<file path="src/rtl/sorted_priority_queue_defines.svh">
// Assertion macros used by the one file that checks its own logic.
`ifndef SORTED_PRIORITY_QUEUE_DEFINES_SVH
`define SORTED_PRIORITY_QUEUE_DEFINES_SVH

`ifndef SYNTH
`define SPQ_ASSERT(lbl, clk, rstn, prop) \
  lbl: assert property (@(posedge clk) disable iff (!(rstn)) prop) \
    else $error("assertion failed");
`define SPQ_ASSERT_ALWAYS(lbl, clk, prop) \
  lbl: assert property (@(posedge clk) prop) else $error("assertion failed");
`else
`define SPQ_ASSERT(lbl, clk, rstn, prop)
`define SPQ_ASSERT_ALWAYS(lbl, clk, prop)
`endif

`endif

</file>
<file path="src/rtl/spq_pkg.sv">
`default_nettype none

package spq_pkg;

  localparam int unsigned DefaultQueueDepth = 16;
  localparam int unsigned PrioWidth = 16;
  localparam int unsigned PayloadWidth = 32;
  localparam int unsigned OccWidth = 5;

  localparam logic REQ_INSERT = 1'b0;
  localparam logic REQ_POP    = 1'b1;

  typedef enum logic [1:0] {
    ST_OK    = 2'd0,
    ST_EMPTY = 2'd1,
    ST_FULL  = 2'd2
  } status_e;

  typedef struct packed {
    logic signed [PrioWidth-1:0] prio;
    logic [PayloadWidth-1:0]     payload;
  } entry_t;

  typedef struct packed {
    logic                        ins;
    logic                        pop;
    logic signed [PrioWidth-1:0] prio;
    logic [PayloadWidth-1:0]     payload;
  } ctrl_t;

endpackage

`default_nettype wire

</file>
<file path="src/rtl/spq_cell.sv">
`default_nettype none

module spq_cell import spq_pkg::*; (
  input  wire logic   clk_i,
  input  wire ctrl_t  ctrl_i,
  input  wire logic   occupied_i,
  input  wire logic   left_lower_i,
  input  wire entry_t left_entry_i,
  input  wire entry_t right_entry_i,
  output logic        lower_o,
  output entry_t      entry_o
);

  entry_t entry_q, entry_d;

  // A free slot counts as lower so that an insert past all stored words lands at the tail.
  assign lower_o = !occupied_i || ($signed(entry_q.prio) < $signed(ctrl_i.prio));

  always_comb begin
    entry_d = entry_q;
    if (ctrl_i.ins && lower_o) begin
      if (left_lower_i) begin
        entry_d = left_entry_i;
      end else begin
        entry_d.prio    = ctrl_i.prio;
        entry_d.payload = ctrl_i.payload;
      end
    end else if (ctrl_i.pop) begin
      entry_d = right_entry_i;
    end
  end

  always_ff @(posedge clk_i) begin
    entry_q <= entry_d;
  end

  assign entry_o = entry_q;

endmodule

`default_nettype wire

</file>
<file path="src/rtl/sorted_priority_queue.sv">
// Channel  | Dir | tdata (low bit up)                      | tuser
// s_axis   | in  | priority_req[15:0], payload[47:16]      | req_type
// m_axis   | out | out_priority[15:0], out_payload[47:16], | status[1:0]
//          |     | occupancy[52:48]                        |
// A request word is taken per cycle; its result is registered for the next cycle.
// A row of compare-and-shift cells moves stored entries as the request is accepted.
// rst_ni clears the entry count and the output valid flag; the store keeps no reset.
// A stalled result holds the input off only while the output register is full.
`default_nettype none

`include "sorted_priority_queue_defines.svh"

module sorted_priority_queue import spq_pkg::*; #(
  parameter int unsigned QUEUE_DEPTH = DefaultQueueDepth
) (
  input  wire logic        clk_i,
  input  wire logic        rst_ni,
  input  wire logic        s_axis_tvalid,
  output logic             s_axis_tready,
  input  wire logic [47:0] s_axis_tdata,   // priority_req, payload
  input  wire logic        s_axis_tuser,   // req_type
  output logic             m_axis_tvalid,
  input  wire logic        m_axis_tready,
  output logic [55:0]      m_axis_tdata,   // out_priority, out_payload, occupancy
  output logic [1:0]       m_axis_tuser    // status
);

  localparam int unsigned CntW = $clog2(QUEUE_DEPTH + 1);

  logic [CntW-1:0] count_q, count_d;
  logic            out_valid_q, out_valid_d;
  status_e         status_q, status_d;
  entry_t          out_entry_q, out_entry_d;
  logic [CntW-1:0] out_count_q;

  logic   accept, full, empty;
  ctrl_t  ctrl;
  entry_t entries [QUEUE_DEPTH];
  logic   lower [QUEUE_DEPTH];

  assign full   = (count_q == CntW'(QUEUE_DEPTH));
  assign empty  = (count_q == '0);
  assign s_axis_tready = !out_valid_q || m_axis_tready;
  assign accept = s_axis_tvalid && s_axis_tready;

  assign ctrl.ins     = accept && (s_axis_tuser == REQ_INSERT) && !full;
  assign ctrl.pop     = accept && (s_axis_tuser == REQ_POP) && !empty;
  assign ctrl.prio    = s_axis_tdata[15:0];
  assign ctrl.payload = s_axis_tdata[47:16];

  for (genvar i = 0; i < QUEUE_DEPTH; i++) begin : g_cell
    logic   left_lower;
    entry_t left_entry, right_entry;

    if (i == 0) begin : g_head
      assign left_lower = 1'b0;
      assign left_entry = '0;
    end else begin : g_body
      assign left_lower = lower[i-1];
      assign left_entry = entries[i-1];
    end

    if (i == QUEUE_DEPTH - 1) begin : g_tail
      assign right_entry = '0;
    end else begin : g_inner
      assign right_entry = entries[i+1];
    end

    spq_cell u_cell (
      .clk_i         (clk_i),
      .ctrl_i        (ctrl),
      .occupied_i    (CntW'(i) < count_q),
      .left_lower_i  (left_lower),
      .left_entry_i  (left_entry),
      .right_entry_i (right_entry),
      .lower_o       (lower[i]),
      .entry_o       (entries[i])
    );
  end

  always_comb begin
    count_d     = count_q;
    status_d    = ST_OK;
    out_entry_d = '0;
    if (ctrl.ins) begin
      count_d = count_q + CntW'(1);
    end else if (ctrl.pop) begin
      count_d     = count_q - CntW'(1);
      out_entry_d = entries[0];
    end
    if (s_axis_tuser == REQ_INSERT) begin
      if (full) status_d = ST_FULL;
    end else begin
      if (empty) status_d = ST_EMPTY;
    end

    if (accept) begin
      out_valid_d = 1'b1;
    end else if (m_axis_tready) begin
      out_valid_d = 1'b0;
    end else begin
      out_valid_d = out_valid_q;
    end
  end

  always_ff @(posedge clk_i or negedge rst_ni) begin
    if (!rst_ni) begin
      count_q     <= '0;
      out_valid_q <= 1'b0;
    end else begin
      count_q     <= count_d;
      out_valid_q <= out_valid_d;
    end
  end

  always_ff @(posedge clk_i) begin
    if (accept) begin
      status_q    <= status_d;
      out_entry_q <= out_entry_d;
      out_count_q <= count_d;
    end
  end

  assign m_axis_tvalid = out_valid_q;
  assign m_axis_tuser  = status_q;
  assign m_axis_tdata  = {3'b000, OccWidth'(out_count_q), out_entry_q.payload,
                          out_entry_q.prio};

  `SPQ_ASSERT(a_count_bound, clk_i, rst_ni, count_q <= CntW'(QUEUE_DEPTH))
  `SPQ_ASSERT(a_pop_count, clk_i, rst_ni,
    ctrl.pop |=> count_q == $past(count_q) - CntW'(1))
  `SPQ_ASSERT(a_full_refused, clk_i, rst_ni,
    accept && (s_axis_tuser == REQ_INSERT) && full |=>
      status_q == ST_FULL && count_q == $past(count_q))
  `SPQ_ASSERT(a_head_order, clk_i, rst_ni,
    count_q >= CntW'(2) |-> $signed(entries[0].prio) >= $signed(entries[1].prio))

endmodule

`default_nettype wire
</file>
<file path="config.mk">
export PLATFORM = sky130hd
export DESIGN_NAME = sorted_priority_queue
export DESIGN_NICKNAME = d
export VERILOG_FILES = /design/src/rtl/spq_pkg.sv /design/src/rtl/spq_cell.sv /design/src/rtl/sorted_priority_queue.sv
export VERILOG_INCLUDE_DIRS = /design/src /design/src/rtl
export SDC_FILE = /design/constraint.sdc
export NUM_CORES = 2
export LEC_CHECK = 0
export ABC_CLOCK_PERIOD_IN_PS = 10700
export CORE_UTILIZATION = 40
export DETAILED_ROUTE_END_ITERATION = 12
export DONT_BUFFER_PORTS = 1
export PLACE_DENSITY_LB_ADDON = 0.05
export SLEW_MARGIN = 20
export SYNTH_ARGS = -nofsm -noshare
export SYNTH_HDL_FRONTEND = slang
export SYNTH_SLANG_ARGS = --single-unit
</file>
<file path="constraint.sdc">
create_clock -name clk_i -period 10.7 [get_ports clk_i]
set_input_delay 2.14 -clock clk_i [delete_from_list [all_inputs] [get_ports clk_i]]
set_output_delay 2.14 -clock clk_i [all_outputs]
set_load 0.05 [all_outputs]
</file>
# Yosys cells after proc, flatten, opt, wreduce, memory -nomap -nowiden
# Cells that the tools add are included.
[word_totals]
mem_count = 0
mem_bits_ro = 0
word_cells = 205
ram_bits = 0
regBits = 829
latch_bits = 0
[op_classes]
n_addsub = 2
n_lt_le_gt_ge = 32
reduce_logical = 76
bitwise = 2
eq_ne = 1
n_mul = 0
n_mux = 54
n_shift = 0
div = 0
[op_table]
columns = ["op", "n"]
rows = [
  ["48-bit two-way mux", 47],
  ["16-bit < comparator", 16],
  ["4-bit by 5-bit < comparator with 1-bit output (first input constant)", 8],
  ["2-bit nonzero test", 17],
  ["1-bit logical AND", 21],
  ["3-bit by 5-bit < comparator with 1-bit output (first input constant)", 4],
  ["1-bit logical NOT", 19],
  ["1-bit logical OR", 17],
  ["1-bit by 5-bit < comparator with 1-bit output (first input constant)", 2],
  ["2-bit by 5-bit < comparator with 1-bit output (first input constant)", 2],
  ["5-bit two-way mux", 2],
  ["5-bit by 1-bit adder with 5-bit output (second input constant)", 1],
  ["5-bit == test (second input constant)", 1],
  ["5-bit logical NOT", 1],
  ["5-bit by 1-bit subtractor with 5-bit output (second input constant)", 1],
  ["2-bit two-way mux", 2],
  ["1-bit two-way mux", 3],
  ["1-bit NOT", 2],
  ["2-bit OR reduction", 1],
]

# Logic depth before layout (Yosys ltp)
[logic_depth]
ltp_word = 7
depth_mapped = 12
mapped_depth_nobuf = 9

# Cells and area by module
# A second synthesis with hierarchy kept.
[unflattened]
cells_unflattened = 3883
hier_area_um2 = 50584.8
[by_module_without_submodules]
columns = ["mod", "area_per_inst_um2", "instances", "cells_per_inst", "seq_area_each_um2"]
rows = [
  ["spq_cell (g_cell[0].u_cell ...)", 3001.6, 10, 232, 1441.4],
  ["spq_cell (g_cell[4].u_cell ...)", 3001.6, 6, 230, 1441.4],
  ["sorted_priority_queue", 2558.7, 1, 183, 1801.7],
]

# Least setup slack after synthesis
# OpenSTA, ideal clock, no wires.
[synth_path]
path_kind = "input port to flip-flop"
from = "input m_axis_tready"
to = "register g_cell[5].u_cell.entry_q, in the netlist g_cell[5].u_cell.entry_o[0], enable pin"
n_path_buf = 3
path_stages = 7
arrival_time_ns = 8.545
slack_ns = 1.636
setup_ns = 0.520
path_cell_list = "nand2b_1 > and2_1 > clkbuf_1 > nand3b_1 > clkbuf_1 > clkbuf_1 > o21ai_0"
[synth_via]
elab_chain_len = 6
[synth_lines]
columns = ["item", "line", "source"]
rows = [
  ["from (decl)", "sorted_priority_queue.sv:23", "input wire logic m_axis_tready,"],
  ["1-bit logical OR *", "sorted_priority_queue.sv:43", "assign s_axis_tready = !out_valid_q || m_axis_tready;"],
  ["1-bit logical AND *", "sorted_priority_queue.sv:44", "assign accept = s_axis_tvalid && s_axis_tready;"],
  ["named net accept", "sorted_priority_queue.sv:36", "logic accept, full, empty;"],
  ["1-bit logical AND (2 in a row)", "sorted_priority_queue.sv:46", "assign ctrl.ins = accept && (s_axis_tuser == REQ_INSERT) && !full;"],
  ["1-bit logical AND", "spq_cell.sv:21", "if (ctrl_i.ins && lower_o) begin"],
  ["2-bit nonzero test (no line) *", "--", ""],
  ["to (signal assigned)", "spq_cell.sv:34", "entry_q <= entry_d;"],
  ["to (decl)", "spq_cell.sv:14", "entry_t entry_q, entry_d;"],
]
# Mark *: on every way through the listed nets, which the timed path passes. The rest lies on a longest branch.
# A chain may end at the register's enable or synchronous reset.

# Final worst setup path
[layout_path]
from = "input s_axis_tdata[15]"
to = "register g_cell[0].u_cell.entry_q, in the netlist g_cell[0].u_cell.entry_o[18], enable pin"
[layout_via]
elab_chain_len = 4
[layout_lines]
columns = ["item", "line", "source"]
rows = [
  ["from (decl)", "sorted_priority_queue.sv:20", "input wire logic [47:0] s_axis_tdata,"],
  ["16-bit < comparator", "spq_cell.sv:17", "assign lower_o = !occupied_i || ($signed(entry_q.prio) < $signed(ctrl_i.prio));"],
  ["1-bit logical OR", "spq_cell.sv:17", ""],
  ["1-bit logical AND", "spq_cell.sv:21", ""],
  ["2-bit nonzero test (no line)", "--", ""],
  ["to (signal assigned)", "spq_cell.sv:34", ""],
  ["to (decl)", "spq_cell.sv:14", ""],
]
# Every way passes these cells.

==> parameters.txt <==
Parameter                              Value

Logic synthesis
  Number of distinct library cell variants in the gate-level netlist after synthesis ... 72
  Part of the Yosys area used for sequential elements ... 52.9%
  Gate count after technology mapping ... 4,413
  Count of synthesis-stage warnings from yosys ... 0
  Synthesized cell area ... 47,000 µm²
  Primary flip-flop cell chosen by synthesis mapping ... sky130_fd_sc_hd__edfxtp_1
  Avg Cell Area, Syn ... 10.7 µm²
  EDFF count, synth ... 823
  Number of storage elements in the synthesis netlist ... 829
  Async set-reset flop share out of synthesis ... 0.724%

Placement
  Global placement routability congestion ... 0.881
  Sum of net half-perimeters after detailed placement ... 102 mm
  Count of input and output buffers ... 0

Setup path
  Launching instance or port of the critical path ... s_axis_tdata[15]
  Critical Setup Path Class ... in -> reg
  Required @ worst endpoint ... 11.01 ns
  Data arrival at the endpoint of the critical path ... 6.87 ns
  Critical path peak fanout ... 49
  Critical Path Source Type ... primary input
  Crit end category ... flop
  Worst flop-to-flop path startpoint ... g_cell[0].u_cell.entry_o[47]

Finish
  Nets ... 4,563
  End-of-flow core utilization ... 44.3%
  Footprint of the multi-input gates ... 20,900 µm²
  Sequential cell area in the final layout ... 24,900 µm²
  Most frequent standard cell in the layout excluding fill and tap cells ... sky130_fd_sc_hd__edfxtp_1
  Most frequent cells in the layout ... 823 x sky130_fd_sc_hd__edfxtp_1, 570 x sky130_fd_sc_hd__nand2_1, 569 x sky130_fd_sc_hd__nor2_1
  Fill cell count ... 11.1k
  Layout cell share with drive strength beyond 1 ... 10.4%
  Area growth syn-to-layout ... 9.63%

Global route
  Via count of the first global-routing pass ... 34.1k
  Maximum number of pins on one net before global-route repair ... 73
  Antenna violations before repair ... 4
  Total global-route track usage ... 27.4%
  Total global routing overflow ... 0
  First-pass GRT wire length ... 240 mm

Clocking
  Number of sinks driven by the clock tree ... 829
  Clock tree from TritonCTS ... built
  Root buffer cell ... sky130_fd_sc_hd__clkbuf_16
  Inserted Clock Buffers ... 100
  Clock slew seen by the registers of the worst setup and hold paths ... 0.05 ns
  Maximum root-to-sink buffer count ... 3
  Insertion delay to the later sink of the worst-skew pair ... 0.71 ns
  Post-CTS resize count ... 0
  Post-CTS Hold Fix Bufs ... 0
  Number of levels in the clock H-tree ... 3
  Buffer count from post-CTS setup fixing ... 0

Drt
  Via-per-instance ratio ... 5.93
  Violation count after the first detailed-routing iteration ... 3,436
  Antenna Nets Post-Route ... 0
  Post-route DRC violation count ... 0
  Number of vias in the routed layout ... 34.8k
  Wire length per cell after detailed routing ... 28.0 µm
  Total Routed Length ... 164 mm
  DRT Pass-1 Iters ... 6

Pwr
  PwrDens ... 259 nW/µm²
  Switching power ... 5.28 mW
  Fraction of power consumed by sequential logic ... 37.7%
  Switching part of the total power ... 39.6%
  Logic pwr share ... 37.3%
  Int Pwr ... 8.06 mW
  Static power due to leakage ... 19.3 nW
  Max IR drop VDD ... 163 µV
  Clock network power share ... 25.0%

Min path
  Class of the tightest hold or removal check ... reg -> reg
  Startpoint of the tightest hold check path ... g_cell[0].u_cell.entry_o[7]

Floorplan
  Count of pins on the block boundary ... 113
  Die Outline Area ... 119,000 µm²
  FP Rows ... 125
  Floorplan die width ... 345 µm
  Core ar. ... 116,000 µm²
  Die Height ... 345 µm
  Starting density of the core ... 40.4%

STA
  Pin slew with the least headroom to its limit ... 1.14 ns
  Layout Skew ... 0.0291 ns
  Count of pins over their slew limit ... 0
  TNS Setup ... 0 ns
  Period minus WS final ... 6.56 ns
  Highest attainable clock frequency ... 152 MHz
  Setup repair after global routing missed its margin ... false
  Final number of setup-violating endpoints ... 0
  Worst slew margin relative to its limit ... 23.8%
  Final hold violation count ... 0
  Part of the cycle the worst path needs ... 61.3%

Flow run
  MaxCap Viol Count ... 0

Outcome
  Result of the run ... completed
-- registers in the layout, summed over array words and instances, names as in the netlist --
name and flops:
g_cell.u_cell.entry_o 768, m_axis_tdata 48, count_q 5, out_count_q 5
m_axis_tuser 2, m_axis_tvalid 1
-- path summary, 6_finish.rpt --
kind / cells past startpoint / end / slack, ns
worst max-delay path: 11 / g_cell[0].u_cell.entry_o[18] / 4.14
worst min-delay path: 1 / m_axis_tdata[23] / 0.54
worst max register to register: 9 / g_cell[0].u_cell.entry_o[18] / 5.37
worst min register to register: 1 / m_axis_tdata[23] / 0.54
max in group asynchronous: 0 / count_q[2] / 9.50
min in group asynchronous: 0 / count_q[3] / 1.12
-- metal layers --
metal | share of wire [%] | GRT usage [%] | routed length [µm] | up-vias
li1 | - | - | - | 16000
met1 | 47 | 40.1 | 76700 | 17400
met2 | 44 | 42.7 | 72800 | 1256
met3 | 7.1 | 4.08 | 11700 | 202
met4 | 1.9 | 6.31 | 3060 | 0
met5 | 0 | 0 | 0 | -
-- critical path, stage by stage --
cell and delay [ns]:
sky130_fd_sc_hd__inv_1 0.02, sky130_fd_sc_hd__buf_4 0.23, sky130_fd_sc_hd__ha_1 0.38, sky130_fd_sc_hd__nand4_1 0.34
sky130_fd_sc_hd__or3_1 0.55, sky130_fd_sc_hd__nor4_2 0.71, sky130_fd_sc_hd__nor4b_2 0.18, sky130_fd_sc_hd__mux2i_4 0.19
sky130_fd_sc_hd__buf_4 0.71, sky130_fd_sc_hd__nand2_4 0.40, sky130_fd_sc_hd__nand2_4 0.86
-- cell type report --
type                    count  area share, %
diodes                      1        0.00486
well taps                1524           3.70
flip-flops and latches    829           48.2
clock buffers             138           5.31
repair buffers             86           1.25
inverters                  28          0.204
clock inverters            45          0.736
multi-input cells        3222           40.5
-- power by group through the flow --
stage	combinational, mW	clock, mW	sequential, mW
floorplan	3.43	0	4.87
finish	4.98	3.34	5.03
CTS	4.94	3.41	5.02
global placement	4.89	0	5.08
global route	5.36	3.53	5.09
detailed placement	4.93	0	5.08
-- metrics by stage --
stage          instance area (µm²)  total power, mW  hold WS (ns)  setup slack (ns)  instances
3_3_place_gp                 48400             9.97         0.532              3.56       5689
5_1_grt                      51500             14.0         0.563              4.06       5872
6_report                     51500             13.3         0.543              4.14       5873
4_1_cts                      51500             13.4         0.547              4.35       5872
3_5_place_dp                 48400             10.0         0.534              3.60       5689
2_1_floorplan                47000             8.30         0.522              1.64       4415
-- cells by family (layout without fill, tap and decap cells) --
group	after synthesis	after routing	share of synthesized area (%)
flip-flops	829	829	52.9
multiplexers	566	566	12.6
XOR/XNOR	3	3	0.0559
adder cells (fa/ha/maj)	243	243	6.47
AO/OA/AOI/OAI	1020	1020	12.2
AND/OR/NAND/NOR	1387	1387	12.3
other	1	4	0.00798
buffers and inverters	364	297	3.49
-- cells in the mapped netlist (27+ instances only) --
cell	n	area share (%)
sky130_fd_sc_hd__nor2_1	570	4.6
sky130_fd_sc_hd__o21ai_0	203	2.2
sky130_fd_sc_hd__a21oi_1	508	5.4
sky130_fd_sc_hd__nand3_1	69	0.73
sky130_fd_sc_hd__ha_1	243	6.5
sky130_fd_sc_hd__clkbuf_1	198	1.6
sky130_fd_sc_hd__nand4_1	27	0.36
sky130_fd_sc_hd__and2_1	50	0.67
sky130_fd_sc_hd__o211ai_1	40	0.64
sky130_fd_sc_hd__mux2_2	165	4.0
sky130_fd_sc_hd__nand2_1	584	4.7
sky130_fd_sc_hd__buf_4	28	0.45
sky130_fd_sc_hd__buf_2	100	1.1
sky130_fd_sc_hd__edfxtp_1	823	53
sky130_fd_sc_hd__a31oi_1	152	2.0
sky130_fd_sc_hd__inv_1	28	0.22
sky130_fd_sc_hd__mux2i_1	385	8.2
No activity file was read; power rests on OpenSTA's default activity.
